[src/design/assert_macros.svh]
// Assertion helpers shared by the design files.
`ifndef ASSERT_MACROS_SVH
`define ASSERT_MACROS_SVH

// Property p must hold at every clock edge outside reset.
`define ASSERT_CLK(label, clk, rst_n, p, msg) \
    label: assert property (@(posedge clk) disable iff (!rst_n) (p)) else $error(msg);

// Antecedent a implies consequent c in the next cycle.
`define ASSERT_NEXT(label, clk, rst_n, a, c, msg) \
    label: assert property (@(posedge clk) disable iff (!rst_n) (a) |=> (c)) else $error(msg);

`endif

[src/design/x86ild_pkg.sv]
`default_nettype none
package x86ild_pkg;
    localparam logic [3:0] PH_IDLE  = 4'd0;
    localparam logic [3:0] PH_LEAD  = 4'd1;
    localparam logic [3:0] PH_OPC   = 4'd2;
    localparam logic [3:0] PH_MAP0F = 4'd3;
    localparam logic [3:0] PH_SKIP  = 4'd4;
    localparam logic [3:0] PH_MODRM = 4'd5;
    localparam logic [3:0] PH_SIB   = 4'd6;
    localparam logic [3:0] PH_TAIL  = 4'd7;

    localparam logic CFG_MIN_BYTES = 1'b0;
    localparam logic CFG_MAX_BYTES = 1'b1;

    localparam logic [15:0] MODRM_ROWS [16] = '{
        16'h0F0F, 16'h0F0F, 16'h0F0F, 16'h0F0F, 16'h0000, 16'h0000, 16'h0A08, 16'h0000,
        16'hFFFF, 16'h0000, 16'h0000, 16'h0000, 16'h00C3, 16'hFF0F, 16'h0000, 16'hC0C8
    };

    typedef struct packed {
        logic [4:0] instruction_length;
        logic [8:0] end_offset;
        logic       boundary_found;
        logic       search_failed;
    } t_result;

    function automatic logic f_is_prefix(input logic [7:0] b);
        case (b)
            8'hF0, 8'hF2, 8'hF3, 8'h2E, 8'h36, 8'h3E, 8'h26, 8'h64, 8'h65, 8'h66,
            8'h67: return 1'b1;
            default: return 1'b0;
        endcase
    endfunction

    function automatic logic f_has_modrm(input logic [7:0] op);
        logic [15:0] row;
        row = MODRM_ROWS[op[7:4]];
        return row[op[3:0]];
    endfunction

    function automatic logic [3:0] f_plain_imm(input logic [7:0] op, input logic rex_w);
        logic [3:0] r;
        r = 4'd0;
        if (op < 8'h40) begin
            if (op[2:0] == 3'd4) r = 4'd1;
            else if (op[2:0] == 3'd5) r = 4'd4;
        end else if (op == 8'h68) r = 4'd4;
        else if (op == 8'h6A) r = 4'd1;
        else if (op inside {[8'h70:8'h7F]}) r = 4'd1;
        else if (op inside {[8'hA0:8'hA3]}) r = 4'd8;
        else if (op inside {[8'hB0:8'hB7]}) r = 4'd1;
        else if (op inside {[8'hB8:8'hBF]}) r = rex_w ? 4'd8 : 4'd4;
        else if (op == 8'hC2 || op == 8'hCA) r = 4'd2;
        else if (op == 8'hC8) r = 4'd3;
        else if (op == 8'hCD || op == 8'hD4 || op == 8'hD5) r = 4'd1;
        else if (op inside {[8'hE0:8'hE7]}) r = 4'd1;
        else if (op == 8'hE8 || op == 8'hE9) r = 4'd4;
        else if (op == 8'hEB) r = 4'd1;
        return r;
    endfunction

    function automatic logic [3:0] f_modrm_imm(input logic [7:0] op);
        case (op)
            8'h80, 8'h82, 8'h83, 8'hC0, 8'hC1, 8'hC6, 8'h6B, 8'hF6: return 4'd1;
            8'h81, 8'hC7, 8'h69, 8'hF7: return 4'd4;
            default: return 4'd0;
        endcase
    endfunction
endpackage
`default_nettype wire

[src/design/x86ild_core.sv]
`default_nettype none
module x86ild_core #(
    parameter int MAX_PREFIXES = 14
) (
    input  wire logic              i_clk,
    input  wire logic              i_rst_n,
    input  wire logic              i_step,
    input  wire logic [7:0]        i_byte,
    input  wire logic              i_start,
    input  wire logic [7:0]        i_min_bytes,
    input  wire logic [7:0]        i_max_bytes,
    output      logic              o_done,
    output      x86ild_pkg::t_result o_result
);
    import x86ild_pkg::*;

    logic [3:0] r_phase, n_phase;
    logic [3:0] r_pfx, n_pfx;
    logic       r_rexw, n_rexw;
    logic [7:0] r_opc, n_opc;
    logic [3:0] r_skip, n_skip;
    logic [3:0] r_imm, n_imm;
    logic [4:0] r_ibytes, n_ibytes;
    logic [8:0] r_off, n_off;
    logic       r_act, n_act;

    logic [3:0] p_phase, p_pfx;
    logic       p_rexw, p_act;
    logic [7:0] p_opc;
    logic [3:0] p_skip, p_imm;
    logic [4:0] p_ib;
    logic [8:0] p_off;
    logic       fin;
    logic [3:0] tail_n;
    logic       tail_go;
    logic [3:0] disp;
    logic [8:0] new_off;
    logic       found, failed;

    always_comb begin
        p_phase = r_phase; p_pfx = r_pfx; p_rexw = r_rexw; p_opc = r_opc;
        p_skip = r_skip; p_imm = r_imm; p_ib = r_ibytes; p_off = r_off; p_act = r_act;
        if (i_start) begin
            p_act = 1'b1; p_off = 9'd0; p_phase = PH_LEAD; p_pfx = 4'd0;
            p_rexw = 1'b0; p_opc = 8'd0; p_skip = 4'd0; p_imm = 4'd0; p_ib = 5'd0;
        end
        n_phase = p_phase; n_pfx = p_pfx; n_rexw = p_rexw; n_opc = p_opc;
        n_skip = p_skip; n_imm = p_imm; n_ibytes = p_ib + 5'd1; n_off = p_off;
        n_act = p_act;
        fin = 1'b0; tail_go = 1'b0; tail_n = 4'd0; disp = 4'd0;
        if (p_act) begin
            case (p_phase)
                PH_LEAD, PH_OPC: begin
                    if (p_phase == PH_LEAD && f_is_prefix(i_byte)
                            && p_pfx < 4'(MAX_PREFIXES)) begin
                        n_pfx = p_pfx + 4'd1;
                    end else if (p_phase == PH_LEAD && i_byte[7:4] == 4'h4) begin
                        n_rexw = i_byte[3];
                        n_phase = PH_OPC;
                    end else begin
                        n_opc = i_byte;
                        n_imm = 4'd0;
                        if (i_byte == 8'hC4 || i_byte == 8'hC5 || i_byte == 8'h62) begin
                            n_skip = (i_byte == 8'hC4) ? 4'd3
                                   : ((i_byte == 8'hC5) ? 4'd2 : 4'd4);
                            n_phase = PH_SKIP;
                        end else if (i_byte == 8'h0F) begin
                            n_phase = PH_MAP0F;
                        end else if (f_has_modrm(i_byte)) begin
                            n_imm = f_modrm_imm(i_byte);
                            n_phase = PH_MODRM;
                        end else begin
                            tail_go = 1'b1;
                            tail_n = f_plain_imm(i_byte, p_rexw);
                        end
                    end
                end
                PH_MAP0F: begin
                    if (i_byte == 8'h38 || i_byte == 8'h3A) begin
                        n_skip = 4'd1;
                        n_imm = (i_byte == 8'h3A) ? 4'd1 : 4'd0;
                        n_phase = PH_SKIP;
                    end else if (i_byte[7:4] == 4'h8) begin
                        tail_go = 1'b1; tail_n = 4'd4;
                    end else begin
                        n_imm = 4'd0;
                        n_phase = PH_MODRM;
                    end
                end
                PH_SKIP: begin
                    n_skip = p_skip - 4'd1;
                    if (n_skip == 4'd0) n_phase = PH_MODRM;
                end
                PH_MODRM: begin
                    if ((p_opc == 8'hF6 || p_opc == 8'hF7) && i_byte[5:3] != 3'd0) begin
                        n_imm = 4'd0;
                    end
                    disp = (i_byte[7:6] == 2'd1) ? 4'd1
                         : ((i_byte[7:6] == 2'd2) ? 4'd4 : 4'd0);
                    if (i_byte[7:6] != 2'd3 && i_byte[2:0] == 3'd4) begin
                        n_skip = disp;
                        n_phase = PH_SIB;
                    end else begin
                        if (i_byte[7:6] == 2'd0 && i_byte[2:0] == 3'd5) disp = 4'd4;
                        tail_go = 1'b1; tail_n = disp + n_imm;
                    end
                end
                PH_SIB: begin
                    disp = p_skip;
                    if (disp == 4'd0 && i_byte[2:0] == 3'd5) disp = 4'd4;
                    tail_go = 1'b1; tail_n = disp + p_imm;
                end
                PH_TAIL: begin
                    n_skip = p_skip - 4'd1;
                    if (n_skip == 4'd0) fin = 1'b1;
                end
                default: begin
                    n_phase = PH_LEAD; n_pfx = 4'd0; n_rexw = 1'b0; n_opc = 8'd0;
                    n_skip = 4'd0; n_imm = 4'd0; n_ibytes = 5'd0;
                end
            endcase
            if (tail_go) begin
                if (tail_n == 4'd0) begin
                    fin = 1'b1;
                end else begin
                    n_skip = tail_n; n_imm = 4'd0; n_phase = PH_TAIL;
                end
            end
        end else begin
            n_ibytes = p_ib;
        end
        new_off = p_off + {4'd0, n_ibytes};
        found = new_off >= {1'b0, i_min_bytes};
        failed = !found && new_off >= {1'b0, i_max_bytes};
        if (fin) begin
            n_off = new_off;
            n_phase = (found || failed) ? PH_IDLE : PH_LEAD;
            n_act = !(found || failed);
            n_pfx = 4'd0; n_rexw = 1'b0; n_opc = 8'd0; n_skip = 4'd0;
            n_imm = 4'd0; n_ibytes = 5'd0;
        end
    end

    always_ff @(posedge i_clk) begin
        if (!i_rst_n) begin
            r_phase <= PH_IDLE; r_pfx <= 4'd0; r_rexw <= 1'b0; r_opc <= 8'd0;
            r_skip <= 4'd0; r_imm <= 4'd0; r_ibytes <= 5'd0; r_off <= 9'd0;
            r_act <= 1'b0;
        end else if (i_step) begin
            r_phase <= n_phase; r_pfx <= n_pfx; r_rexw <= n_rexw; r_opc <= n_opc;
            r_skip <= n_skip; r_imm <= n_imm; r_ibytes <= n_ibytes; r_off <= n_off;
            r_act <= n_act;
        end
    end

    assign o_done = fin;
    assign o_result = '{instruction_length: p_ib + 5'd1,
                        end_offset: new_off, boundary_found: found,
                        search_failed: failed};

    `include "assert_macros.svh"
    `ASSERT_CLK(a_idle_inactive, i_clk, i_rst_n, (r_phase == PH_IDLE) == !r_act, "phase/active mismatch")
    `ASSERT_CLK(a_pfx_limit, i_clk, i_rst_n, r_pfx <= 4'(MAX_PREFIXES), "prefix count overflow")
    `ASSERT_NEXT(a_fin_resets, i_clk, i_rst_n, i_step && fin, r_ibytes == 5'd0, "length not cleared")
endmodule
`default_nettype wire

[src/design/x86_instruction_length_decoder_top.sv]
// x86 instruction length decoder.
// Slave stream: one code byte per beat in s_axis_tdata, search start flag in
// s_axis_tuser. A start beat opens a new search at offset zero.
// Master stream: one beat per finished instruction carrying its length and the
// running end offset in m_axis_tdata, and the found/failed flags that close a
// search in m_axis_tuser.
// Configuration channel: index 0 writes min_bytes, index 1 writes max_bytes;
// write only while the block is idle.
// Each accepted byte is decoded in the cycle it is accepted and its result,
// if any, is registered, so m_axis_tvalid rises in the cycle after the input
// beat. Throughput is one byte per cycle when not stalled, set by the single phase machine.
// The input is taken whenever the output register is empty or being drained,
// so a stalled receiver holds the result and back-pressures the input.
// Reset sets min_bytes 5, max_bytes 32, clears the search and drops any
// held result.
`default_nettype none
module x86_instruction_length_decoder_top #(
    parameter int MAX_PREFIXES = 14
) (
    input  wire logic        i_clk,
    input  wire logic        i_rst_n,
    input  wire logic        s_axis_tvalid,
    output      logic        s_axis_tready,
    input  wire logic [7:0]  s_axis_tdata,   // code_byte
    input  wire logic        s_axis_tuser,   // search_start
    output      logic        m_axis_tvalid,
    input  wire logic        m_axis_tready,
    output      logic [15:0] m_axis_tdata,   // instruction_length[4:0], end_offset[13:5]
    output      logic [1:0]  m_axis_tuser,   // boundary_found[0], search_failed[1]
    input  wire logic        i_cfg_valid,
    output      logic        o_cfg_ready,
    input  wire logic        i_cfg_index,
    input  wire logic [7:0]  i_cfg_data
);
    import x86ild_pkg::*;

    logic [7:0] r_min, r_max;
    logic       r_ovalid;
    t_result    r_res;
    logic       step, done;
    t_result    res;

    assign s_axis_tready = !r_ovalid || m_axis_tready;
    assign step = s_axis_tvalid && s_axis_tready;
    assign o_cfg_ready = 1'b1;

    x86ild_core #(.MAX_PREFIXES(MAX_PREFIXES)) u_core (
        .i_clk(i_clk), .i_rst_n(i_rst_n), .i_step(step), .i_byte(s_axis_tdata),
        .i_start(s_axis_tuser), .i_min_bytes(r_min), .i_max_bytes(r_max),
        .o_done(done), .o_result(res)
    );

    always_ff @(posedge i_clk) begin
        if (!i_rst_n) begin
            r_min <= 8'd5;
            r_max <= 8'd32;
            r_ovalid <= 1'b0;
        end else begin
            if (i_cfg_valid) begin
                case (i_cfg_index)
                    CFG_MIN_BYTES: r_min <= i_cfg_data;
                    CFG_MAX_BYTES: r_max <= i_cfg_data;
                    default: ;
                endcase
            end
            if (s_axis_tready) r_ovalid <= step && done;
        end
    end

    always_ff @(posedge i_clk) begin
        if (step && done) r_res <= res;
    end

    assign m_axis_tvalid = r_ovalid;
    assign m_axis_tdata = {2'b00, r_res.end_offset, r_res.instruction_length};
    assign m_axis_tuser = {r_res.search_failed, r_res.boundary_found};

    `include "assert_macros.svh"
    `ASSERT_NEXT(a_hold, i_clk, i_rst_n, m_axis_tvalid && !m_axis_tready, m_axis_tvalid && $stable(m_axis_tdata) && $stable(m_axis_tuser), "output dropped under stall")
    `ASSERT_CLK(a_flags, i_clk, i_rst_n, !(m_axis_tvalid && m_axis_tuser[0] && m_axis_tuser[1]), "both end flags")
endmodule
`default_nettype wire

[config.mk]
export PLATFORM = sky130hd
export DESIGN_NAME = x86_instruction_length_decoder_top
export DESIGN_NICKNAME = d
export VERILOG_FILES = /design/src/design/x86ild_pkg.sv /design/src/design/x86ild_core.sv /design/src/design/x86_instruction_length_decoder_top.sv
export VERILOG_INCLUDE_DIRS = /design/src /design/src/design
export SDC_FILE = /design/constraint.sdc
export NUM_CORES = 1
export LEC_CHECK = 0
export ABC_CLOCK_PERIOD_IN_PS = 5100
export BUFFER_PORTS_ARGS = -buffer_cell sky130_fd_sc_hd__buf_4
export CORE_MARGIN = 4
export CORE_UTILIZATION = 55
export CTS_CLUSTER_SIZE = 20
export DETAILED_ROUTE_END_ITERATION = 8
export GPL_ROUTABILITY_DRIVEN = 0
export GPL_TIMING_DRIVEN = 0
export PLACE_DENSITY = 0.77
export SETUP_SLACK_MARGIN = 0.2
export SLEW_MARGIN = 20
export SYNTH_ARGS = -nofsm -noshare
export SYNTH_HDL_FRONTEND = slang
export SYNTH_SLANG_ARGS = --single-unit
[constraint.sdc]
create_clock -name i_clk -period 5.1 [get_ports i_clk]
set_input_delay 0.255 -clock i_clk [delete_from_list [all_inputs] [get_ports i_clk]]
set_output_delay 0.255 -clock i_clk [all_outputs]
set_load 0.1 [all_outputs]
**Word-level counts from Yosys, hierarchy flattened**

Memory sizes are Yosys's and may differ from the RTL's.
Index checks and enable logic that the tools add are counted.

- Register bits: 73
- Latch bits: 0
- RAM bits: 0
- ROM bits: 256
- Output and inout bits: 21
- Logic and storage cells: 270
- Memories kept: 1

Memory list:

| memory | words | bits a word | read ports | clocked after memory_dff | wr ports | RTL line | RTL |
|---|---|---|---|---|---|---|---|
| (name not given) | 16 | 16 | 1 | 0 | 0 | x86ild_pkg.sv:37 | `row = MODRM_ROWS[op[7:4]];` |

- Add/sub/neg operators: 6
- $mul: 0
- Divide/modulo/power cells: 0
- Order comparisons: 16
- Equal/unequal tests: 56
- Shifts and indexed selects: 0
- Mux-type cells: 129
- Bitwise logic cells: 2
- Reduce and logical (&&, ||, !) cells: 44

Operator list:

| operator | count |
|---|---|
| 2-to-1 mux 4 bit | 74 |
| equality test 8 bit (second input constant) | 26 |
| equality test 8 x 7 -> 1 bit (second input constant) | 9 |
| equality test 8 x 6 -> 1 bit (second input constant) | 6 |
| 2-to-1 mux 8 bit | 5 |
| case mux 4 bit (5 select lines) | 2 |
| greater-or-equal comparator 8 bit (second input constant) | 4 |
| <= comparator 8 bit (second input constant) | 4 |
| 2-to-1 mux 16 bit | 2 |
| case mux 4 bit (4 select lines) | 2 |
| 2-to-1 mux 1 bit | 28 |
| equality test 4 x 3 -> 1 bit (second input constant) | 5 |
| 2-to-1 mux 5 bit | 4 |
| greater-or-equal comparator 9 x 8 -> 1 bit | 2 |
| 2-to-1 mux 9 bit | 2 |
| case mux 8 bit (2 select lines) | 1 |
| logical AND 1 bit | 15 |
| logical NOT 4 bit | 3 |
| 2-to-1 mux 3 bit | 4 |
| OR reduction 11 bit | 1 |
| logical OR 1 bit | 10 |
| adder 9 x 5 -> 9 bit | 1 |
| adder 4 bit | 2 |
| equality test 4 x 2 -> 1 bit (second input constant) | 2 |
| other kinds (33) | 39 |

**Longest topological paths before layout**

- Depth in word-level cells: 26
- Mapped depth: 23

**Hierarchy**

A second synthesis with hierarchy kept.

- Cells, all modules: 667
- Area, all modules: 5437.7 µm²

By module, submodules not included:

| module | times used | cells an instance | area each (µm²) |
|---|---|---|---|
| x86ild_core | 1 | 573 | 4244.1 |
| x86_instruction_length_decoder_top | 1 | 94 | 1193.6 |

**Worst setup path before layout**

No wires, ideal clock.

- Kind: input to register
- Start point: in s_axis_tuser
- End point: reg u_core.r_act
- Library setup time: 0.086 ns
- Data arrival time: 4.845 ns
- Required time: 5.014 ns
- Slack: 0.170 ns
- Stages: 22
- Buffers on the path: 4
- Cell sequence: buf_1 clkbuf_1 clkbuf_1 buf_1 nor2b_1 ha_1 nand2_1 o21ai_0 ha_1 a21o_1 a21oi_1 o21bai_1 a21oi_1 o21ai_0 a21oi_1 ha_1 o211ai_1 a211oi_1 or4_1 nor2b_1 nor3_1 a211oi_1

RTL lines:

| what | RTL line | RTL |
|---|---|---|
| start, declared | x86_instruction_length_decoder_top.sv:25 | `input wire logic s_axis_tuser,` |
| end signal, assigned | x86ild_core.sv:152 | `r_act <= n_act;` |
| end, declared | x86ild_core.sv:25 | `logic r_act, n_act;` |

==> flow_summary.toml <==
[critical_path]
cp.required_ns = 5.37
critPathKind = "in -> reg"
worst_ep_arrival_time_ns = 4.91
cp-start-kind = "primary input"
end_kind = "flip-flop"
path_max_fanout = 10

[routing]
wl_per_cell_microns = 19.2
post-route-drc-count = 0
drt_iter0_drc = 729
vias = 5941
drt_first_pass_iters = 6
drt-vias-per-instance = 6.51
finalWirelength_microns = 17500
ant_nets = 0

[clock_network]
clockBufferDepth = 2
cts_buffers = 9
cts_sinks = 72
holdBufCountCts = 0
cts.htree.levels = 3
clock_latency_ns = 0.36
cts_tree = "done"
clockRootBuffer = "clkbuf_8"
path_clk_slew_ns = 0.08

[final_layout]
fin_cells = 912
finalNetCount = 834
fillers = 873
antenna_cells = 0
final_cell_area_sq_um = 6380
drive_gt1_frac = 0.146
synthToLayoutAreaGrowth_pct = 12.6

[place]
placed_cell_area_sq_um = 6120
io_buffers = 38
hpwlAfterDp_microns = 13000
place_inst = 894

[yosys]
synth_edf_count = 16
netlist_top_cells_area = "dfxtp_1 20%, edfxtp_1 8.5%, ha_1 7.7%, nand2_1 6.1%, nand3_1 4.4%"
synth_largest_area_cell = "dfxtp_1"
synth_area_sq_um = 5660
async_reset_ff_frac = 0
ys_warn_count = 0
synth_top_cell_area_share = 0.198
synthTopCellsByCount = "92 x nand2_1, 56 x dfxtp_1, 51 x nor2_1"
synth.avg_cell_area_sq_um = 7.85
synth_most_common_cell = "nand2_1"
ys_types = 88
seq_area_frac_synth = 0.283
netlist_instances = 722
ys_dominant_reg_cell = "dfxtp_1"
ys_ff_latch = 72

[sta]
finalCritPeriodShare = 0.909
worst_slew_pin_slew_ns = 0.796
slew_headroom = 0.465
final-setup-viol-count = 0
finalClockSkew_ns = 0.0108
clock.fmax_mhz = 216
grt_setup_unrepaired = "no"
drv_slew = 0
finalWorstPathRequiredPeriod_ns = 4.64
hold_viol = 0

[global_route]
grt_overflow = 0
grt_max_degree = 19
antenna_found_initial = 0
grt_use_total = 0.297
first_global_vias = 5622
grt_pass1_wl_microns = 28300

[die]
io_pins = 44
core.rowCount = 36
die_area_sq_um = 12000
die_h_microns = 109
core-area_sq_um = 9910
die_w_microns = 109
start_util = 0.572

[pwr]
p_sw_w = 0.000546
clkPwrFrac = 0.295
p_seq_frac = 0.412
combPwrFrac = 0.293
power_leakage_nw = 2.49
swShare = 0.361
ir_worst_vdd_uv = 201
internal_power_w = 0.000966
power.density_nw_per_um2 = 237

[hold_path]
hp-class = "in -> reg"

[run]
max-cap-violations = 0

[run_status]
status = "finished, final reports clean"
[cell type report]
cell class / count / area (sq um) / share of cell area
well taps: 133 / 166 / 0.0261
clock inverters: 6 / 60.1 / 0.00942
flip-flops and latches: 72 / 1600 / 0.251
clock buffers: 10 / 128 / 0.0200
plain buffers: 49 / 268 / 0.0420
multi-input cells: 564 / 3710 / 0.582
repair buffers: 40 / 300 / 0.0471
inverters: 38 / 143 / 0.0224
[metrics by stage]
step | TNS, ns | utilization | setup WS (ns) | hold slack (ns) | power [W]
3_3_place_gp | -4.83 | 0.618 | -1.22 | 0.438 | 0.00105
6_report | 0 | 0.644 | 0.463 | 0.126 | 0.00151
2_1_floorplan | 0 | - | 0.287 | 0.379 | 0.000942
3_5_place_dp | -6.12 | 0.618 | -1.35 | 0.447 | 0.00106
5_1_grt | 0 | 0.644 | 0.200 | 0.135 | 0.00157
4_1_cts | 0 | 0.638 | 0.237 | 0.121 | 0.00150
[flip-flops by register name, summed over array words and instances (netlist names), 2 cells and up]
signal,cells
u_core.r_skip,4
u_core.r_phase,4
u_core.r_pfx,4
u_core.r_ibytes,5
u_core.r_imm,4
u_core.r_opc,7
u_core.r_off,9
r_min,8
m_axis_tuser,2
m_axis_tdata,14
r_max,8
[cells in the final DEF (no fill, tap or decap), types with 16 or more instances in the layout]
cell and n:
nand2_1 92, dfxtp_1 56, nor2_1 50, buf_4 50
nand3_1 50, a21oi_1 42, inv_1 37, ha_1 35
o21ai_0 29, nor2b_1 26, clkbuf_1 20, edfxtp_1 16
[layer usage]
| metal | vias to the layer above | track usage | share of wire |
|---|---|---|---|
| li1 | 2737 | - | - |
| met1 | 2745 | 0.409 | 0.41 |
| met2 | 415 | 0.461 | 0.45 |
| met3 | 44 | 0.0675 | 0.11 |
| met4 | 0 | 0.0980 | 0.022 |
| met5 | - | 0 | 0 |
[cells by family (layout without fill, tap and decap cells)]
| family | after synthesis | after routing | synth area share |
|---|---|---|---|
| fa+ha+maj | 37 | 37 | 0.0844 |
| mux | 2 | 2 | 0.00353 |
| buf+inv | 87 | 143 | 0.0698 |
| simple gates | 315 | 315 | 0.289 |
| compound gates | 192 | 192 | 0.246 |
| xor+xnor | 15 | 15 | 0.0232 |
| flops | 72 | 72 | 0.283 |
| other cells | 2 | 3 | 0.00133 |
[worst max-delay path, cell delays in order]
cell	delay (ns)
buf_4	0.12
clkbuf_4	0.23
clkbuf_4	0.24
clkbuf_4	0.24
buf_4	0.24
nor2b_1	0.07
ha_1	0.24
nand3_1	0.12
xor2_1	0.16
nor2_1	0.08
a22o_1	0.23
ha_1	0.37
inv_1	0.07
o21bai_2	0.26
nand2_1	0.13
xnor2_1	0.15
nor2_2	0.17
ha_1	0.28
o211ai_1	0.17
a211oi_1	0.06
or4_1	0.52
nor2b_1	0.22
nor3_1	0.07
a211oi_1	0.20
[power by group through the flow]
stage	Sequential [W]	Clock [W]	Combinational, W
after global placement	0.000635	0	0.000418
after floorplan	0.000683	0	0.000259
after global routing	0.000626	0.000474	0.000471
final	0.000623	0.000446	0.000443
after detailed placement	0.000636	0	0.000425
after CTS	0.000623	0.000447	0.000428
[path summary, 6_finish.rpt]
check	startpoint	end	slack, ns	cells past startpoint
max	s_axis_tuser	u_core.r_act	0.46	24
min	i_cfg_data[0]	r_min[0]	0.13	3
max reg2reg	u_core.r_phase[2]	u_core.r_act	0.53	19
min reg2reg	r_max[2]	r_max[2]	0.46	2
[what timing repair did]
item                                    CTS  global route
endpoints found under the setup margin    4             4
pin swaps                                 0             2
gates resized for setup                   9            11
buffers inserted                          0             2
No activity file was read; power rests on OpenSTA's default activity.
